[src/rtl/core/aoha_pkg.sv]
// shared constants, codes and types of the address-ordered heap allocator
package aoha_pkg;

  // table depths and block header size
  localparam int MaxFree      = 64;
  localparam int MaxUsed      = 64;
  localparam int HeaderBytes  = 20;
  localparam int MinRemainder = HeaderBytes + 4;

  localparam int FIdxW = $clog2(MaxFree);
  localparam int FCntW = $clog2(MaxFree + 1);
  localparam int UIdxW = $clog2(MaxUsed);
  localparam int UCntW = $clog2(MaxUsed + 1);

  // result status codes
  typedef enum logic [2:0] {
    ST_OK      = 3'd0,
    ST_NOFIT   = 3'd1,
    ST_IGNORED = 3'd2,
    ST_UNKNOWN = 3'd3,
    ST_FULL    = 3'd4
  } status_t;

  // request modes
  typedef enum logic [1:0] {
    MODE_ALLOC = 2'd0,
    MODE_FREE  = 2'd1,
    MODE_INIT  = 2'd2,
    MODE_NONE  = 2'd3
  } mode_t;

  // configuration register indexes
  typedef enum logic [1:0] {
    CFG_REGION_START = 2'd0,
    CFG_REGION_BYTES = 2'd1,
    CFG_ALLOC_POLICY = 2'd2,
    CFG_GROUP_TAG    = 2'd3
  } cfg_idx_t;

  // datapath operations
  typedef enum logic [4:0] {
    OP_NOP,
    OP_LOAD,
    OP_INIT,
    OP_CODE,
    OP_SCAN_START,
    OP_ASCAN,
    OP_ACOMMIT,
    OP_SHIFT_DN,
    OP_ERASE_END,
    OP_UWRITE,
    OP_KSCAN,
    OP_SPAN_RD,
    OP_PSCAN,
    OP_FDECIDE,
    OP_FCOMMIT,
    OP_SHIFT_UP,
    OP_INS_END,
    OP_EMIT
  } dp_op_t;

  // command from controller to datapath
  typedef struct packed {
    dp_op_t  op;
    status_t code;
  } dp_cmd_t;

  // status from datapath to controller
  typedef struct packed {
    logic [1:0] mode;
    logic       used_full;
    logic       in_range;
    logic       have;
    logic       fscan_done;
    logic       kscan_done;
    logic       dn_done;
    logic       up_done;
    logic       absorb;
    logic       nm;
    logic       pm;
    logic       free_full;
    logic       out_busy;
  } dp_stat_t;

  // free span: start address and size
  typedef struct packed {
    logic [31:0] addr;
    logic [31:0] size;
  } span_t;

endpackage

[src/rtl/core/aoha_ctrl.sv]
// allocator controller: sequences the datapath through each request
module aoha_ctrl (
  input  logic               clk,
  input  logic               rst_n,
  input  logic               in_valid,
  output logic               in_ready,
  input  aoha_pkg::dp_stat_t stat,
  output aoha_pkg::dp_cmd_t  cmd
);

  typedef enum logic [4:0] {
    S_IDLE, S_DISPATCH, S_ASCAN, S_ACOMMIT, S_ASHIFT, S_AERASE, S_UWRITE,
    S_KSCAN, S_SPAN, S_PSTART, S_PSCAN, S_FDECIDE, S_FCOMMIT, S_FSHIFT_DN,
    S_FERASE, S_FSHIFT_UP, S_FINS, S_RESP
  } state_t;

  state_t state_r, state_nxt;

  // next state and command
  always_comb begin
    state_nxt = state_r;
    cmd.op    = aoha_pkg::OP_NOP;
    cmd.code  = aoha_pkg::ST_OK;
    unique case (state_r)
      S_IDLE: begin
        if (in_valid) begin
          cmd.op    = aoha_pkg::OP_LOAD;
          state_nxt = S_DISPATCH;
        end
      end
      S_DISPATCH: begin
        state_nxt = S_RESP;
        unique case (aoha_pkg::mode_t'(stat.mode))
          aoha_pkg::MODE_INIT: cmd.op = aoha_pkg::OP_INIT;
          aoha_pkg::MODE_NONE: begin
            cmd.op   = aoha_pkg::OP_CODE;
            cmd.code = aoha_pkg::ST_IGNORED;
          end
          aoha_pkg::MODE_ALLOC: begin
            if (stat.used_full) begin
              cmd.op   = aoha_pkg::OP_CODE;
              cmd.code = aoha_pkg::ST_FULL;
            end else begin
              cmd.op    = aoha_pkg::OP_SCAN_START;
              state_nxt = S_ASCAN;
            end
          end
          aoha_pkg::MODE_FREE: begin
            if (!stat.in_range) begin
              cmd.op   = aoha_pkg::OP_CODE;
              cmd.code = aoha_pkg::ST_IGNORED;
            end else begin
              cmd.op    = aoha_pkg::OP_SCAN_START;
              state_nxt = S_KSCAN;
            end
          end
        endcase
      end
      S_ASCAN: begin
        cmd.op = aoha_pkg::OP_ASCAN;
        if (stat.fscan_done) state_nxt = S_ACOMMIT;
      end
      S_ACOMMIT: begin
        if (!stat.have) begin
          cmd.op    = aoha_pkg::OP_CODE;
          cmd.code  = aoha_pkg::ST_NOFIT;
          state_nxt = S_RESP;
        end else begin
          cmd.op    = aoha_pkg::OP_ACOMMIT;
          state_nxt = stat.absorb ? S_ASHIFT : S_UWRITE;
        end
      end
      S_ASHIFT: begin
        cmd.op = aoha_pkg::OP_SHIFT_DN;
        if (stat.dn_done) state_nxt = S_AERASE;
      end
      S_AERASE: begin
        cmd.op    = aoha_pkg::OP_ERASE_END;
        state_nxt = S_UWRITE;
      end
      S_UWRITE: begin
        cmd.op    = aoha_pkg::OP_UWRITE;
        state_nxt = S_RESP;
      end
      S_KSCAN: begin
        cmd.op = aoha_pkg::OP_KSCAN;
        if (stat.kscan_done) state_nxt = S_SPAN;
      end
      S_SPAN: begin
        if (!stat.have) begin
          cmd.op    = aoha_pkg::OP_CODE;
          cmd.code  = aoha_pkg::ST_UNKNOWN;
          state_nxt = S_RESP;
        end else begin
          cmd.op    = aoha_pkg::OP_SPAN_RD;
          state_nxt = S_PSTART;
        end
      end
      S_PSTART: begin
        cmd.op    = aoha_pkg::OP_SCAN_START;
        state_nxt = S_PSCAN;
      end
      S_PSCAN: begin
        cmd.op = aoha_pkg::OP_PSCAN;
        if (stat.fscan_done) state_nxt = S_FDECIDE;
      end
      S_FDECIDE: begin
        cmd.op    = aoha_pkg::OP_FDECIDE;
        state_nxt = S_FCOMMIT;
      end
      S_FCOMMIT: begin
        if (!stat.nm && !stat.pm && stat.free_full) begin
          cmd.op    = aoha_pkg::OP_CODE;
          cmd.code  = aoha_pkg::ST_FULL;
          state_nxt = S_RESP;
        end else begin
          cmd.op = aoha_pkg::OP_FCOMMIT;
          priority if (stat.nm && stat.pm) state_nxt = S_FSHIFT_DN;
          else if (!stat.nm && !stat.pm)   state_nxt = S_FSHIFT_UP;
          else                             state_nxt = S_RESP;
        end
      end
      S_FSHIFT_DN: begin
        cmd.op = aoha_pkg::OP_SHIFT_DN;
        if (stat.dn_done) state_nxt = S_FERASE;
      end
      S_FERASE: begin
        cmd.op    = aoha_pkg::OP_ERASE_END;
        state_nxt = S_RESP;
      end
      S_FSHIFT_UP: begin
        cmd.op = aoha_pkg::OP_SHIFT_UP;
        if (stat.up_done) state_nxt = S_FINS;
      end
      S_FINS: begin
        cmd.op    = aoha_pkg::OP_INS_END;
        state_nxt = S_RESP;
      end
      S_RESP: begin
        if (!stat.out_busy) begin
          cmd.op    = aoha_pkg::OP_EMIT;
          state_nxt = S_IDLE;
        end
      end
      default: state_nxt = S_IDLE;
    endcase
  end

  // state register
  always_ff @(posedge clk) begin
    if (!rst_n) begin
      state_r <= S_IDLE;
    end else begin
      state_r <= state_nxt;
    end
  end

  assign in_ready = state_r == S_IDLE;

endmodule

[config.mk]
export PLATFORM = sky130hd
export DESIGN_NAME = aoha_ctrl
export DESIGN_NICKNAME = d
export VERILOG_FILES = /design/src/rtl/core/aoha_pkg.sv /design/src/rtl/core/aoha_ctrl.sv
export SDC_FILE = /design/constraint.sdc
export NUM_CORES = 1
export LEC_CHECK = 0
export BUFFER_PORTS_ARGS = -buffer_cell sky130_fd_sc_hd__buf_2
export CAP_MARGIN = 20
export CORE_MARGIN = 4
export CORE_UTILIZATION = 50
export CTS_CLUSTER_DIAMETER = 30
export DETAILED_ROUTE_END_ITERATION = 8
export PLACE_DENSITY = 0.78
export SLEW_MARGIN = 40
export SYNTH_ARGS = -nofsm -noshare
export SYNTH_HDL_FRONTEND = slang
export SYNTH_SLANG_ARGS = --single-unit
[constraint.sdc]
create_clock -name clk -period 2.04 [get_ports clk]
set_input_delay 0 -clock clk [delete_from_list [all_inputs] [get_ports clk]]
set_output_delay 0 -clock clk [all_outputs]
set_load 0.02 [all_outputs]
Word-level counts from Yosys, hierarchy flattened --
Index checks and enable logic that the tools add are counted.
Word-level totals: bits of input ports 17, output and inout port bits 9, flip-flop bits (word level) 5, word-level logic and storage cells 74
Cells by class: multiplexer cells 34, equality and inequality tests 28, reduce and logical (&&, ||, !) cells 11
Operators with widths (count):
- case mux 5 bit (16 select lines) | 2
- two-way mux 5 bit | 16
- == test 5 x 4 -> 1 bit, second input constant | 8
- == test 5 x 3 -> 1 bit, second input constant | 4
- case mux 5 bit (4 select lines) | 1
- != test 2 bit, second input constant | 8
- two-way mux 3 bit | 5
- case mux 3 bit (4 select lines) | 1
- == test 5 x 2 -> 1 bit, second input constant | 2
- == test 5 bit, second input constant | 2
- case mux 5 bit (2 select lines) | 1
- case mux 3 bit (3 select lines) | 1
- two-way mux 4 bit | 2
- AND reduction 8 bit | 1
- two-way mux 2 bit | 3
- == test 5 x 1 -> 1 bit, second input constant | 1
- zero test 5 bit | 1
- == test 2 bit, second input constant | 2
- OR reduction 2 bit | 2
- logical AND 1 bit | 3
- OR reduction 3 bit | 1
- == test 2 x 1 -> 1 bit, second input constant | 1
- zero test 1 bit | 2
- zero test 2 bit | 1
- two-way mux 1 bit | 2

Depth between registers and ports, before layout --
depth after elaboration 6, depth in mapped cells 7, depth with buffers taken out 5

Worst setup path after synthesis --
OpenSTA, ideal clock, no wires.
path type flip-flop to flip-flop, from reg state_r[4], to reg state_r[4], data required time 1.970 ns, stages on the path, launching flop included 6, slack 0.609 ns, data arrival time 1.361 ns, clock period less this slack 1.431 ns, setup time 0.070 ns, buffers on the path 0, cell sequence dfxtp_1 or2_1 nor3_2 a2bb2oi_1 a311o_1 a21oi_1
Between the ends: longest elaborated chain between the ends 3, elaborated cells between the ends (all ways) 29, classes of those cells eq/ne: 25; mux: 1; reduce/logical: 3
RTL lines:
- from (decl) | RTL line aoha_ctrl.sv:17 | state_t state_r, state_nxt;
- from (signal assigned) | RTL line aoha_ctrl.sv:154 | state_r <= state_nxt;
- == test 5 bit, or another cell as far along | RTL line aoha_ctrl.sv:24 | unique case (state_r)
- OR reduction 3 bit (no source line) or != test 2 bit (tied branches)
- case mux 5 bit (16 select lines) or AND reduction 8 bit (tied branches)
Several ways; a longest one is shown, not always the timed one. A chain may end at the register's enable or synchronous reset.

==> out/metrics.yaml <==
clock_tree:
  cts_tree: "done"
  numCtsBuffers: 3
  clkSlewWorstSetupHoldPaths_ns: 0.04
  root_buffer: "clkbuf_4"
  clk_path_buf_depth: 2
  ctsResizeCount: 0
  clock_sinks: 5
  postCtsSetupBuffers: 0
  ctsHtreeMaxLevel: 1
  cts_hold_buf: 0
  clkLatencyLatePin_ns: 0.24
worst_setup_path:
  crit_path_max_fanout: 18
  required_ns: 2.04
  crit_arrival_ns: 1.81
  start_kind: "flip-flop"
  critical_path_class: "flip-flop to output pin"
  cp-end-kind: "output pin"
synth:
  seq_area_frac_synth: 0.1127
  syn_inst: 126
  syn-num-nets: 143
  syn_area_sq_um: 888.4
  synth_seq_cells: 5
  synth_edf_count: 0
  synth-warning-count: 0
  async_reset_ff_frac: 0
  yosysUniqueCellTypes: 47
  synth_ff_type: "dfxtp_1"
  syn_avg_cell_area_sq_um: 7.050
grt:
  grt_overflow: 0
  grt_usage: 0.2083
  grt_max_degree: 19
  antenna_found_initial: 0
  grt_pass1_vias: 932
  grt_pass1_wl_um: 4222
pwr:
  seqPwrFrac: 0.170
  total_leakage_power_uw: 0.0004353
  powerDensity_nw_per_um2: 1421
  intPower_uw: 662.3
  p_comb_frac: 0.752
  switching_share: 0.5479
  clockPowerShare: 0.078
  p_sw_uw: 802.6
  peakVddDrop_uv: 832.1
sta:
  finalHoldViolCount: 0
  slew_violations: 0
  fin_crit_ns: 1.809
  finalClockSkew_ns: 0.002890
  rsz0062_at_grt: "false"
  fmax_mhz: 552.9
  finalSetupTns_ns: 0
  setup_viol: 0
  slew_headroom: 0.6327
  post-route-period-util: 0.8866
  whs_ns: 0.03558
  worst_slew_pin_slew_ns: 0.5502
floorplanning:
  die_y_um: 50.15
  die_x_um: 50.15
  core_area_sq_um: 1594
  rows: 14
  io_pins: 26
  initial_core_util: 0.5573
  die_area_sq_um: 2515
finish:
  top_register: "state_r"
  final_nets: 170
  final_cell_mix: "buf_2, nor2_1, a21oi_1, nand2_1"
  largest_register_ffs: 5
  final_common_cell: "buf_2"
  top_regs: "state_r x5"
  n_antenna_cell: 0
  drive_gt1_frac: 0.2829
  area_growth_pct: 16.06
route:
  vias: 1084
  drtIter0Drc: 32
  drc: 0
  wl_per_cell_um: 14.41
  routed_via_density: 6.159
  finalWirelength_um: 2537
  ant_nets: 0
  first_pass_iters: 4
placed_design:
  gp_congestion: 0.9138
  hpwl_um: 1985
  port_buffers: 25
run_status:
  status: "finished clean"
job:
  drv_cap: 0
worst_hold_path:
  hp-class: "primary input to flip-flop"
## power by group through the flow
stage          Clock (uW)  Combinational (uW)  Sequential [uW]
2_1_floorplan           0                 930              171
3_3_place_gp            0                1080              242
3_5_place_dp            0                1090              246
4_1_cts               117                1100              245
5_1_grt               130                1210              259
6_report              114                1100              249
## final cells by class
class                           instances  area [sq um]
Multi-Input combinational cell        105         671.9
Fill cell                             152         563.0
Timing Repair Buffer                   29         155.1
Sequential cell                         5         100.1
Inverter                                9         47.55
Tap cell                               24         30.03
Clock buffer                            4         26.28
## worst max-delay path, stage by stage (launching register included)
cell and delay (ns):
dfxtp_1 0.47, buf_4 0.25, a2111oi_2 0.33, o211ai_1 0.20, o211ai_1 0.13, buf_2 0.19
## Yosys cell counts (2+ instances only)
library cell / instances / share of area
a2111oi_2: 2 / 0.034
a211oi_1: 3 / 0.025
a21oi_1: 11 / 0.062
a311o_1: 2 / 0.023
and2b_1: 2 / 0.017
buf_4: 2 / 0.017
buf_6: 2 / 0.025
clkbuf_8: 2 / 0.031
dfxtp_1: 5 / 0.11
inv_1: 8 / 0.034
nand2_1: 10 / 0.042
nand2b_1: 4 / 0.028
nand3_1: 5 / 0.028
nor2_1: 12 / 0.051
nor2b_1: 3 / 0.021
nor3_1: 6 / 0.034
nor3_2: 2 / 0.023
nor3b_1: 2 / 0.017
nor4b_1: 2 / 0.020
o2111ai_1: 2 / 0.020
o211ai_1: 4 / 0.034
o21ai_0: 8 / 0.045
o31ai_1: 2 / 0.017
or2_1: 2 / 0.014
## metal layers
metal  up-vias  global-route usage  part of all wire
met5         -                   0                 0
met4         0             0.04608            0.0083
met3         4             0.06509              0.10
met2        61              0.3283              0.47
met1       498              0.2768              0.42
li1        521                   -                 -
## stage by stage
step                instance area (sq um)  cells  utilization  worst slack [ns]  total power (uW)
finish                               1031    176       0.6468            0.2314              1465
global route                         1031    176       0.6468           0.03786              1596
CTS                                  1031    176       0.6468            0.2452              1458
detailed placement                   1005    172       0.6303            0.2958              1337
global placement                     1005    172       0.6303            0.2910              1318
floorplan                           888.4    126            -            0.6090              1102
## final timing paths
| check | to | slack (ns) | cells past startpoint | start |
|---|---|---|---|---|
| worst max-delay path | cmd[5] | 0.23 | 5 | state_r[1] |
| worst min-delay path | state_r[2] | 0.04 | 3 | rst_n |
| worst max register to register | state_r[1] | 0.23 | 5 | state_r[1] |
| worst min register to register | state_r[0] | 0.68 | 2 | state_r[0] |
## logic make-up after synthesis
family	after synthesis	synth area share
xor+xnor	1	0.009861
buf+inv	16	0.1310
simple gates	61	0.3859
compound gates	42	0.3493
mux	1	0.01127
flops	5	0.1127
(Power assumes the default switching activity.)
